File: config.mk
export PLATFORM = sky130hd
export DESIGN_NAME = key_repeat_setpoint_adjust
export DESIGN_NICKNAME = d
export VERILOG_FILES = /design/src/hw/rtl/krsa_pkg.sv /design/src/hw/rtl/krsa_key_timer.sv /design/src/hw/rtl/krsa_adjust.sv /design/src/hw/rtl/key_repeat_setpoint_adjust.sv
export SDC_FILE = /design/constraint.sdc
export NUM_CORES = 1
export LEC_CHECK = 0
export ABC_AREA = 1
export BUFFER_PORTS_ARGS = -buffer_cell sky130_fd_sc_hd__clkbuf_2
export CAP_MARGIN = 20
export CORE_MARGIN = 2
export CORE_UTILIZATION = 55
export DETAILED_ROUTE_END_ITERATION = 8
export GPL_ROUTABILITY_DRIVEN = 0
export GPL_TIMING_DRIVEN = 0
export PLACE_DENSITY = 0.87
export REMOVE_ABC_BUFFERS = 1
export SYNTH_ARGS = -nofsm -noshare
export SYNTH_HDL_FRONTEND = slang
export SYNTH_SLANG_ARGS = --single-unit
File: constraint.sdc
create_clock -name i_clk -period 6.8 [get_ports i_clk]
set_input_delay 0.34 -clock i_clk [delete_from_list [all_inputs] [get_ports i_clk]]
set_output_delay 0.34 -clock i_clk [all_outputs]
set_load 0.05 [all_outputs]
File: src/hw/rtl/krsa_pkg.sv
`timescale 1ns / 1ps
// ----------------------------------------------------------------------------
// krsa_pkg: shared types and constants for the key repeat setpoint adjust
// Field widths, key timing limits, setpoint clamp bounds and register
// indexes used by the key timers, the adjust logic and the top level.
// ----------------------------------------------------------------------------
package krsa_pkg;

    // fixed field widths
    localparam int SETPOINT_W = 10;
    localparam int COUNT_W    = 6;
    localparam int REPEAT_W   = 4;
    localparam int TICKS_W    = 6;
    localparam int KEY_COUNT  = 3;

    // word widths on the stream ports
    localparam int IN_DATA_W  = 16;
    localparam int OUT_DATA_W = 16;

    // configuration register indexes
    localparam int CFG_INDEX_W = 1;
    localparam logic [CFG_INDEX_W-1:0] REG_PRESS_TICKS = 1'd0;
    localparam logic [CFG_INDEX_W-1:0] REG_HOLD_TICKS  = 1'd1;

    // configuration reset values
    localparam logic [TICKS_W-1:0] PRESS_TICKS_RST = 6'd2;
    localparam logic [TICKS_W-1:0] HOLD_TICKS_RST  = 6'd20;

    // operation codes
    localparam logic OP_TICK = 1'b0;
    localparam logic OP_LOAD = 1'b1;

    // key timing
    localparam logic [COUNT_W-1:0]  COUNT_MAX     = 6'd50;
    localparam logic [REPEAT_W:0]   REPEAT_PERIOD = 5'd10;

    // setpoint step and clamp bounds, on a 12-bit signed intermediate
    localparam int SUM_W = 12;
    localparam logic signed [SUM_W-1:0] STEP_ONE   = 12'sd10;
    localparam logic signed [SUM_W-1:0] STEP_TWO   = 12'sd20;
    localparam logic signed [SUM_W-1:0] UP_CEIL    = 12'sd750;
    localparam logic signed [SUM_W-1:0] LOW_FLOOR  = 12'sd80;
    localparam logic signed [SUM_W-1:0] HIGH_FLOOR = 12'sd100;

    // events of one key on one tick
    typedef struct packed {
        logic press;
        logic repeat_hit;
    } t_key_fire;

endpackage

File: src/hw/rtl/krsa_key_timer.sv
`timescale 1ns / 1ps
// ----------------------------------------------------------------------------
// krsa_key_timer: press counter and repeat divider of one key
// Counts ticks while the key is held, saturating, and flags the single
// press event and the periodic repeat events for the current tick.
// ----------------------------------------------------------------------------
module krsa_key_timer (
    input  logic                          i_clk,
    input  logic                          i_rst_n,
    input  logic                          i_update,     // tick word being applied
    input  logic                          i_level,      // key held
    input  logic [krsa_pkg::TICKS_W-1:0]  i_press_ticks,
    input  logic [krsa_pkg::TICKS_W-1:0]  i_hold_ticks,
    output krsa_pkg::t_key_fire           o_fire
);

    logic [krsa_pkg::COUNT_W-1:0]  r_press_count;
    logic [krsa_pkg::COUNT_W-1:0]  n_press_count;
    logic [krsa_pkg::REPEAT_W-1:0] r_repeat_count;
    logic [krsa_pkg::REPEAT_W-1:0] n_repeat_count;
    logic [krsa_pkg::COUNT_W-1:0]  press_inc;
    logic [krsa_pkg::REPEAT_W:0]   repeat_inc;
    logic                          hold_reached;

    // press counter: count while held, saturate, clear on release
    always_comb begin
        press_inc = r_press_count + krsa_pkg::COUNT_W'(1);
        if (!i_level) begin
            n_press_count = '0;
        end else if (press_inc >= krsa_pkg::COUNT_MAX) begin
            n_press_count = krsa_pkg::COUNT_MAX;
        end else begin
            n_press_count = press_inc;
        end
    end

    // event detection and repeat divider, divider kept across release
    always_comb begin
        o_fire.press = ({1'b0, n_press_count} == ({1'b0, i_press_ticks} + 7'd1));
        hold_reached = ({1'b0, n_press_count} >= ({1'b0, i_hold_ticks} + 7'd1));
        repeat_inc   = {1'b0, r_repeat_count} + 5'd1;
        o_fire.repeat_hit = hold_reached && (repeat_inc >= krsa_pkg::REPEAT_PERIOD);
        if (!hold_reached) begin
            n_repeat_count = r_repeat_count;
        end else if (o_fire.repeat_hit) begin
            n_repeat_count = '0;
        end else begin
            n_repeat_count = repeat_inc[krsa_pkg::REPEAT_W-1:0];
        end
    end

    // counter state
    always_ff @(posedge i_clk) begin
        if (!i_rst_n) begin
            r_press_count  <= '0;
            r_repeat_count <= '0;
        end else if (i_update) begin
            r_press_count  <= n_press_count;
            r_repeat_count <= n_repeat_count;
        end
    end

endmodule

File: src/hw/rtl/krsa_adjust.sv
`timescale 1ns / 1ps
// ----------------------------------------------------------------------------
// krsa_adjust: clamped setpoint steps for the three keys
// Applies key 1 (up, ceiling), key 2 (down, low floor) and key 3 (down,
// high floor) in order; a key firing twice moves by two steps at once.
// ----------------------------------------------------------------------------
module krsa_adjust (
    input  logic [krsa_pkg::SETPOINT_W-1:0]  i_setpoint,
    input  krsa_pkg::t_key_fire              i_fire [krsa_pkg::KEY_COUNT],
    output logic [krsa_pkg::SETPOINT_W-1:0]  o_setpoint,
    output logic [krsa_pkg::KEY_COUNT-1:0]   o_event_mask
);

    logic signed [krsa_pkg::SUM_W-1:0] step   [krsa_pkg::KEY_COUNT];
    logic                              active [krsa_pkg::KEY_COUNT];
    logic signed [krsa_pkg::SUM_W-1:0] s0;
    logic signed [krsa_pkg::SUM_W-1:0] s1;
    logic signed [krsa_pkg::SUM_W-1:0] s2;
    logic signed [krsa_pkg::SUM_W-1:0] s3;
    logic signed [krsa_pkg::SUM_W-1:0] t0;
    logic signed [krsa_pkg::SUM_W-1:0] t1;
    logic signed [krsa_pkg::SUM_W-1:0] t2;

    // step size per key: one or two events this tick
    always_comb begin
        for (int k = 0; k < krsa_pkg::KEY_COUNT; k++) begin
            active[k] = i_fire[k].press || i_fire[k].repeat_hit;
            step[k]   = (i_fire[k].press && i_fire[k].repeat_hit) ? krsa_pkg::STEP_TWO
                                                                  : krsa_pkg::STEP_ONE;
            o_event_mask[k] = active[k];
        end
    end

    // key 1 up with ceiling, key 2 and key 3 down with floors
    always_comb begin
        s0 = krsa_pkg::SUM_W'(i_setpoint);

        t0 = s0 + step[0];
        if (!active[0])                   s1 = s0;
        else if (t0 >= krsa_pkg::UP_CEIL) s1 = krsa_pkg::UP_CEIL;
        else                              s1 = t0;

        t1 = s1 - step[1];
        if (!active[1])                     s2 = s1;
        else if (t1 <= krsa_pkg::LOW_FLOOR) s2 = krsa_pkg::LOW_FLOOR;
        else                                s2 = t1;

        t2 = s2 - step[2];
        if (!active[2])                      s3 = s2;
        else if (t2 <= krsa_pkg::HIGH_FLOOR) s3 = krsa_pkg::HIGH_FLOOR;
        else                                 s3 = t2;

        o_setpoint = s3[krsa_pkg::SETPOINT_W-1:0];
    end

endmodule

File: src/hw/rtl/key_repeat_setpoint_adjust.sv
`timescale 1ns / 1ps
// ----------------------------------------------------------------------------
// key_repeat_setpoint_adjust: debounced keys with auto-repeat on a setpoint
// Each input word is either a tick with three key levels or a setpoint load;
// each gives one output word with the new setpoint and the fired-key mask.
// ----------------------------------------------------------------------------
// Usage:
//   Input stream (s_axis_*): one word per timer tick or load. tuser carries
//   the operation (0 tick, 1 load); tdata carries the key levels and the
//   load value. Output stream (m_axis_*): one word per input word, with the
//   setpoint after that word and a mask of keys that fired on the tick.
//   Config port (cfg): index 0 press_ticks, index 1 hold_ticks; always
//   ready. The user must write it only while no word is in flight; the
//   block does not enforce this. An input register, then key timers and
//   clamp logic feed the output register.
//   Throughput is one word per cycle while the receiver does not stall;
//   the key counter and setpoint update is combinational logic between the
//   registers, so consecutive words follow back to back.
//   When the receiver stalls, the output register holds its word and the
//   input register still takes one more word before tready drops.
//   Reset clears the counters, the setpoint (to zero) and the valid flags of
//   both registers, and sets press_ticks to 2 and hold_ticks to 20.
// ----------------------------------------------------------------------------
module key_repeat_setpoint_adjust #(
    parameter int NUM_KEYS = 3
) (
    input  logic                                 i_clk,
    input  logic                                 i_rst_n,
    // input stream
    input  logic                                 s_axis_tvalid,
    output logic                                 s_axis_tready,
    // [0] key_up_down, [1] key_down_low, [2] key_down_high, [12:3] load_value
    input  logic [krsa_pkg::IN_DATA_W-1:0]       s_axis_tdata,
    // [0] operation
    input  logic [0:0]                           s_axis_tuser,
    // output stream
    output logic                                 m_axis_tvalid,
    input  logic                                 m_axis_tready,
    // [9:0] setpoint, [12:10] event_mask
    output logic [krsa_pkg::OUT_DATA_W-1:0]      m_axis_tdata,
    // configuration writes
    input  logic                                 i_cfg_valid,
    output logic                                 o_cfg_ready,
    input  logic [krsa_pkg::CFG_INDEX_W-1:0]     i_cfg_index,
    input  logic [krsa_pkg::TICKS_W-1:0]         i_cfg_data
);

    localparam int ACTIVE_KEYS = (NUM_KEYS < krsa_pkg::KEY_COUNT) ? NUM_KEYS
                                                                  : krsa_pkg::KEY_COUNT;

    logic [krsa_pkg::TICKS_W-1:0]    r_press_ticks;
    logic [krsa_pkg::TICKS_W-1:0]    r_hold_ticks;
    logic                            r_in_valid;
    logic                            r_in_op;
    logic [krsa_pkg::KEY_COUNT-1:0]  r_in_levels;
    logic [krsa_pkg::SETPOINT_W-1:0] r_in_load;
    logic [krsa_pkg::SETPOINT_W-1:0] r_setpoint;
    logic [krsa_pkg::SETPOINT_W-1:0] n_setpoint;
    logic                            r_out_valid;
    logic [krsa_pkg::SETPOINT_W-1:0] r_out_setpoint;
    logic [krsa_pkg::KEY_COUNT-1:0]  r_out_mask;
    logic [krsa_pkg::KEY_COUNT-1:0]  n_out_mask;
    logic                            advance;
    logic                            key_update;
    logic [krsa_pkg::SETPOINT_W-1:0] adj_setpoint;
    logic [krsa_pkg::KEY_COUNT-1:0]  adj_mask;
    krsa_pkg::t_key_fire             key_fire [krsa_pkg::KEY_COUNT];

    // handshake
    assign advance       = !r_out_valid || m_axis_tready;
    assign s_axis_tready = !r_in_valid || advance;
    assign key_update    = r_in_valid && advance && (r_in_op == krsa_pkg::OP_TICK);
    assign o_cfg_ready   = 1'b1;

    // configuration registers
    always_ff @(posedge i_clk) begin
        if (!i_rst_n) begin
            r_press_ticks <= krsa_pkg::PRESS_TICKS_RST;
            r_hold_ticks  <= krsa_pkg::HOLD_TICKS_RST;
        end else if (i_cfg_valid) begin
            unique case (i_cfg_index)
                krsa_pkg::REG_PRESS_TICKS: r_press_ticks <= i_cfg_data;
                krsa_pkg::REG_HOLD_TICKS:  r_hold_ticks  <= i_cfg_data;
                default: ;
            endcase
        end
    end

    // input register
    always_ff @(posedge i_clk) begin
        if (!i_rst_n) begin
            r_in_valid <= 1'b0;
        end else if (s_axis_tready) begin
            r_in_valid <= s_axis_tvalid;
        end
    end

    always_ff @(posedge i_clk) begin
        if (s_axis_tready && s_axis_tvalid) begin
            r_in_op     <= s_axis_tuser[0];
            r_in_levels <= s_axis_tdata[krsa_pkg::KEY_COUNT-1:0];
            r_in_load   <= s_axis_tdata[krsa_pkg::KEY_COUNT +: krsa_pkg::SETPOINT_W];
        end
    end

    // key timers for the keys that exist, the rest never fire
    for (genvar k = 0; k < krsa_pkg::KEY_COUNT; k++) begin : g_key
        if (k < ACTIVE_KEYS) begin : g_timer
            krsa_key_timer u_timer (
                .i_clk         (i_clk),
                .i_rst_n       (i_rst_n),
                .i_update      (key_update),
                .i_level       (r_in_levels[k]),
                .i_press_ticks (r_press_ticks),
                .i_hold_ticks  (r_hold_ticks),
                .o_fire        (key_fire[k])
            );
        end else begin : g_none
            assign key_fire[k] = '0;
        end
    end

    // clamped steps
    krsa_adjust u_adjust (
        .i_setpoint   (r_setpoint),
        .i_fire       (key_fire),
        .o_setpoint   (adj_setpoint),
        .o_event_mask (adj_mask)
    );

    // load replaces the setpoint, tick takes the adjusted value
    always_comb begin
        if (r_in_op == krsa_pkg::OP_LOAD) begin
            n_setpoint = r_in_load;
            n_out_mask = '0;
        end else begin
            n_setpoint = adj_setpoint;
            n_out_mask = adj_mask;
        end
    end

    // setpoint state
    always_ff @(posedge i_clk) begin
        if (!i_rst_n) begin
            r_setpoint <= '0;
        end else if (r_in_valid && advance) begin
            r_setpoint <= n_setpoint;
        end
    end

    // output register
    always_ff @(posedge i_clk) begin
        if (!i_rst_n) begin
            r_out_valid <= 1'b0;
        end else if (advance) begin
            r_out_valid <= r_in_valid;
        end
    end

    always_ff @(posedge i_clk) begin
        if (r_in_valid && advance) begin
            r_out_setpoint <= n_setpoint;
            r_out_mask     <= n_out_mask;
        end
    end

    assign m_axis_tvalid = r_out_valid;
    assign m_axis_tdata  = {
        (krsa_pkg::OUT_DATA_W - krsa_pkg::SETPOINT_W - krsa_pkg::KEY_COUNT)'(0),
        r_out_mask,
        r_out_setpoint
    };

endmodule

Word level (Yosys, flattened, before mapping)
Cells that the tools add are included.

operators by class
  $add $sub $neg = 11
  $lt $le $gt $ge = 12
  equality and inequality tests = 3
  muxes and demuxes = 19
  bitwise gates (word level) = 2
  reductions and logical operators = 21

operators by type and width
  cell                                                                  count
  2-to-1 mux 12 bit                                                     4
  2-to-1 mux 6 bit                                                      6
  2-to-1 mux 10 bit                                                     3
  less-or-equal comparator 12 x 8 -> 1 bit (second input constant)      2
  == test 6 x 7 -> 1 bit                                                3
  greater-or-equal comparator 6 x 7 -> 1 bit                            3
  adder 6 x 1 -> 6 bit (second input constant)                          3
  greater-or-equal comparator 6 bit (second input constant)             3
  adder 4 x 1 -> 5 bit (second input constant)                          3
  greater-or-equal comparator 5 x 4 -> 1 bit (second input constant)    3
  2-to-1 mux 5 bit                                                      3
  adder 6 x 1 -> 7 bit (second input constant)                          2
  adder 11 x 12 -> 12 bit                                               1
  greater-or-equal comparator 12 x 11 -> 1 bit (second input constant)  1
  2-to-1 mux 4 bit                                                      3
  subtractor 12 bit                                                     1
  subtractor 12 x 6 -> 12 bit                                           1
  AND reduction 2 bit                                                   5
  logical AND 1 bit                                                     9
  logical OR 1 bit                                                      5
  zero test 1 bit                                                       2
  inverter 1 bit                                                        2

storage, ports and cells
  flip-flop bits (word level) = 81
  output and inout bits = 19
  word-level logic and storage cells = 84

Logic depth before layout (Yosys ltp)
  depth in word-level cells = 21
  mapped depth = 69
  depth with buffers taken out = 69

Cells and area by module
Synthesis repeated with hierarchy kept, for this count alone.

second synthesis, totals
  cells, all modules = 965
  area, all modules = 6707.7 µm²

modules (own cells, without submodules)
  module                                         instances  cells each  area an instance (µm²)  sequential area each (µm²)
  krsa_key_timer (g_key[1].g_timer.u_timer ...)  2          155         1031.0                  200.2
  key_repeat_setpoint_adjust                     1          222         2044.5                  1291.2
  krsa_adjust                                    1          278         1536.5                  0.0
  krsa_key_timer (g_key[0].g_timer.u_timer)      1          155         1064.8                  200.2

Worst setup path before layout
OpenSTA, ideal clock, no wires.

  kind = reg2reg
  start = register g_key[0].g_timer.u_timer.r_press_count[1] (netlist bit)
  end = register r_out_setpoint[0] (netlist bit) (data pin)
  arrival = 7264 ps
  required time = 6547 ps
  setup slack = -717 ps
  stages on the path, launching flop included = 63
  path buffers = 0
  period minus slack after synthesis = 7517 ps
  path through = dfxtp_1 > inv_1 > ha_1 > nand2_1 > nor2_2 > nand2_2 > nand3_4 > nand2_2 > nand2_2 > inv_1 > ha_1 > nand2_1 > o21ai_0 > nand3b_1 > o2111ai_1 > nand2_2 > nor2_1 > inv_1 > (+27 left out) > nand2_1 > o21ai_0 > inv_1 > ha_1 > inv_1 > fa_1 > inv_1 > o31ai_1 > nor2_1 > nand3_1 > nand2_1 > nand2_1 > nor2_2 > nand2_4 > nand2_2 > nand2_2 > nand2_1 > nand2_1

between the ends
  cells in the longest elaborated chain, start to end = 21

ends and longest elaborated chain
  item                                                 RTL line                           text
  start, declared                                      krsa_key_timer.sv:17               logic [krsa_pkg::COUNT_W-1:0] r_press_count;
  start signal, assigned                               krsa_key_timer.sv:58               r_press_count <= n_press_count;
  adder 6 x 1 -> 6 bit *                               krsa_key_timer.sv:27               press_inc = r_press_count + krsa_pkg::COUNT_W'(1);
  greater-or-equal comparator 6 bit                    krsa_key_timer.sv:30               end else if (press_inc >= krsa_pkg::COUNT_MAX) begin
  2-to-1 mux 6 bit *                                   krsa_key_timer.sv:30
  2-to-1 mux 6 bit *                                   krsa_key_timer.sv:28               if (!i_level) begin
  net g_key[0].g_timer.u_timer.n_press_count, one bit  krsa_key_timer.sv:18               logic [krsa_pkg::COUNT_W-1:0] n_press_count;
  greater-or-equal comparator 6 x 7 -> 1 bit           krsa_key_timer.sv:40               hold_reached = ({1'b0, n_press_count} >= ({1'b0, i_hold_ticks} + 7'd1));
  logical AND 1 bit                                    krsa_key_timer.sv:42               o_fire.repeat_hit = hold_reached && (repeat_inc >= krsa_pkg::REPEAT_PERIOD);
  logical AND 1 bit                                    krsa_adjust.sv:28                  step[k] = (i_fire[k].press && i_fire[k].repeat_hit) ? krsa_pkg::STEP_TWO
  (+7 left out)                                        n/a
  2-to-1 mux 12 bit                                    krsa_adjust.sv:45                  else if (t1 <= krsa_pkg::LOW_FLOOR) s2 = krsa_pkg::LOW_FLOOR;
  2-to-1 mux 12 bit *                                  krsa_adjust.sv:44                  if (!active[1]) s2 = s1;
  subtractor 12 x 6 -> 12 bit                          krsa_adjust.sv:48                  t2 = s2 - step[2];
  less-or-equal comparator 12 x 8 -> 1 bit             krsa_adjust.sv:50                  else if (t2 <= krsa_pkg::HIGH_FLOOR) s3 = krsa_pkg::HIGH_FLOOR;
  2-to-1 mux 10 bit                                    krsa_adjust.sv:50
  2-to-1 mux 10 bit *                                  krsa_adjust.sv:49                  if (!active[2]) s3 = s2;
  2-to-1 mux 10 bit *                                  key_repeat_setpoint_adjust.sv:133  if (r_in_op == krsa_pkg::OP_LOAD) begin
  net n_setpoint, one bit                              key_repeat_setpoint_adjust.sv:58   logic [krsa_pkg::SETPOINT_W-1:0] n_setpoint;
  end signal, assigned                                 key_repeat_setpoint_adjust.sv:162  r_out_setpoint <= n_setpoint;
  end, declared                                        key_repeat_setpoint_adjust.sv:60   logic [krsa_pkg::SETPOINT_W-1:0] r_out_setpoint;

Mark *: on every way through the listed nets, which the timed path passes. The rest lies on a longest branch.
A chain may end at the register's enable or synchronous reset.

Worst setup path after layout
  start = register g_key[0].g_timer.u_timer.r_press_count[1] (netlist bit)
  end = register r_out_setpoint[1] (netlist bit) (data pin)

Same word-level chain as after synthesis.

==> key figures <==
Synthesis
  • FFs w/ async S/R, synth: 0%
  • Synth top cells by count: nand2_1 (174), inv_1 (113), nand3_1 (70)
  • Yosys warns: 0
  • Count leader, synth: nand2_1
  • Number of enable flip-flop cells after synthesis: 27
  • Synth area leader: dfxtp_1
  • Synth top area share: 18.14%
  • Register bit total from synthesis: 81
  • Post-Syn Area: between 5000 and 6000 um^2
  • Cell count after synthesis: 835
  • Seq/Total Area, Yosys: 31.74%
  • Main flop type after synthesis: dfxtp_1
  • Post-synth cell types: 46
  • Post-Syn Area per Cell: 7.139 um^2
  • Synth area leaders: dfxtp_1 (18%), edfxtp_1 (14%), nand2_1 (11%), ha_1 (9.2%), inv_1 (7.1%)

Clock tree
  • CTS Buffer Depth: 2
  • Clock slew at reported path FFs: 90 ps
  • Clock sink count: 81
  • TritonCTS buffer count: 9
  • Worst skew pair latency: about 370 ps
  • Clock root buffer: clkbuf_8
  • Htree depth: 3
  • CTS tree: yes
  • Hold buffers post-CTS: 0

STA
  • Fin worst setup slack: -858.5 ps
  • Max-slew violations: 0
  • Max_slew headroom: 35.23%
  • RSZ-0062 raised after global routing: true
  • Hold slack: ~140 ps
  • Clock Skews: 13.24 ps
  • Period utilisation layout: 112.6%
  • Final setup fails: 20
  • Max Fclk: ~130 MHz
  • Fin crit period: ~7700 ps
  • Endpoints failing hold: 0
  • Slew @ Worst Pin: 965.5 ps

Die
  • Die Width: 108.1 um
  • Core Area: 10700 um^2
  • Row count: 38
  • Die span in y: 108.1 um
  • Die area: between 10000 and 15000 um^2
  • I/O pin count: 48
  • Starting Density: 55.72%

Power and ir drop
  • Logic gate share of total power: roughly 37%
  • P_int: 0.0008796 W
  • Switching power: 0.0005408 W
  • Clock power share: between 20% and 30%
  • Net Sw Frac: 38.07%
  • Power per standard cell area: 199.5 nW/um^2
  • Leak: 3.468 nW
  • Sequential share of power: about two fifths
  • Tot Pwr: 0.001420 W
  • Max VDD drop: ~130 uV

Setup path
  • CP max FO: 6
  • Buf/Inv on CP: 10
  • CP arrival: 7800 ps
  • CP top delay family: simple AND/OR/NAND/NOR gates
  • CP Launch Type: flip-flop
  • Critical Path Max Stage Delay: a little under 400 ps
  • CP Data Required Time: 6940 ps
  • Top cell by count, worst path: nand2_2
  • Crit path capture type: flip-flop
  • Kind of critical path: reg2reg
  • Slowest CP cell: dfxtp_4

Layout
  • Fillers: a little over 800
  • Share of cells above drive strength 1: 25.44%
  • Footprint of the multi-input gates: 3891 um^2
  • Diodes inserted: 0
  • Area growth syn-to-layout: 19.48%
  • Register area: 1901 um^2
  • Nets: 983

Worst hold path
  • Hold WC Path Type: in2reg

Route
  • DRT Wirelength: between 15 and 20 mm
  • DR iter-0 viols: 563
  • 1st-pass router iterations: 6
  • Via count: 5892
  • ANT nets after route: 0
  • Vias per cell: 5.601
  • Drc violations: 0
  • Routed WL per cell: about 15 um

Global route
  • Wire length of the first global-routing pass: about 24 mm
  • Initial antenna violation count: 0
  • Global Route Usage Sum: 25.70%
  • GRT met2 Usage: 45.01%
  • Met1 Use GR: 31.49%
  • Met3 usage in global routing: 4.400%
  • Congestion Overflow GR: 0
  • GRT busiest layer: met2
  • Largest net degree at the start of global routing: 44
  • Vias in the first global route: about 5400

Run status
  • Failing checks: negative setup slack
  • Run status: complete, but fails checks

Placement
  • HPWL after DPL: 10.01 mm
  • Port bufs: 40
  • Dpl ws: -1933 ps

Run
  • Max-cap violations: 0
[logic make-up after synthesis]
logic type / Yosys count / synth area share [%]
and+or+nand+nor: 368 / 28.57
other: 2 / 0.1260
buffers and inverters: 143 / 9.509
adders and majority gates: 47 / 10.24
DFF: 81 / 31.74
AOI/OAI and AO/OA: 162 / 15.11
xor gates and xnor gates: 32 / 4.702
[state kept, by name (all words and copies together) (netlist names), 6 cells and up]
register,cells
r_out_setpoint,10
r_in_load,10
g_key.g_timer.u_timer.r_press_count,18
r_setpoint,10
r_hold_ticks,6
g_key.g_timer.u_timer.r_repeat_count,12
r_press_ticks,6
[cell usage in the layout, fill, tap and decap left out, types with 4 or more instances in the layout]
| cell | n |
|---|---|
| a21oi_1 | 62 |
| a21oi_2 | 9 |
| buf_4 | 37 |
| clkbuf_2 | 40 |
| clkbuf_8 | 9 |
| conb_1 | 4 |
| dfxtp_1 | 51 |
| edfxtp_1 | 27 |
| ha_1 | 32 |
| ha_4 | 9 |
| inv_1 | 102 |
| inv_2 | 17 |
| nand2_1 | 153 |
| nand2_2 | 37 |
| nand2_4 | 8 |
| nand3_1 | 65 |
| nand3_2 | 8 |
| nand3b_1 | 6 |
| nand4_1 | 9 |
| nor2_1 | 55 |
| nor2_2 | 9 |
| o21ai_0 | 49 |
| o21ai_1 | 6 |
| o21ai_2 | 8 |
| o22ai_1 | 5 |
| or2_2 | 8 |
| xnor2_1 | 6 |
| xor2_1 | 22 |
[path summary, 6_finish.rpt]
check	end	slack, ps	start	depth (start not counted)
worst min register to register	g_key[2].g_timer.u_timer.r_repeat_count[3]	500	g_key[2].g_timer.u_timer.r_repeat_count[3]	2
worst max register to register	r_out_setpoint[1]	-860	g_key[0].g_timer.u_timer.r_press_count[1]	59
worst max-delay path	r_out_setpoint[1]	-860	g_key[0].g_timer.u_timer.r_press_count[1]	59
worst min-delay path	r_in_load[9]	140	s_axis_tdata[12]	1
[layer usage]
| metal | share of wire [%] | vias up | routed length, um |
|---|---|---|---|
| met2 | 49 | 256 | 7514 |
| met3 | 7.1 | 50 | 1086 |
| li1 | - | 2887 | - |
| met1 | 41 | 2699 | 6229 |
| met5 | 0 | - | 0 |
| met4 | 3.4 | 0 | 520 |
[repair_timing]
action	CTS	global route
endpoints found under the setup margin	20	20
resized for setup	61	45
pin swaps	45	36
setup buffers	27	12
[final cells by class]
type                    count  area share, %
repair buffers             80          7.238
inverters                 122          6.430
well taps                 140          2.460
flip-flops and latches     81          26.69
clock inverters             4         0.3514
clock buffers              12          2.196
multi-input cells         613          54.64
[power groups by stage]
stage | registers (W) | clock network [W] | logic [W]
5_1_grt | 0.000559 | 0.000364 | 0.000578
3_3_place_gp | 0.000564 | 0 | 0.000387
4_1_cts | 0.000554 | 0.000340 | 0.000453
6_report | 0.000556 | 0.000339 | 0.000526
2_1_floorplan | 0.000578 | 0 | 0.000297
3_5_place_dp | 0.000564 | 0 | 0.000399
[metrics by stage]
stage / setup TNS, ps / cell area (um^2) / utilization [%] / std cells
floorplan: -12560 / 5859 / - / 816
global placement: -33130 / 6235 / 58.28 / 996
detailed placement: -36650 / 6252 / 58.44 / 997
CTS: -8985 / 6858 / 64.11 / 1040
global route: -25010 / 7122 / 66.57 / 1052
finish: -14300 / 7122 / 66.57 / 1052
(Power assumes the default switching activity.)
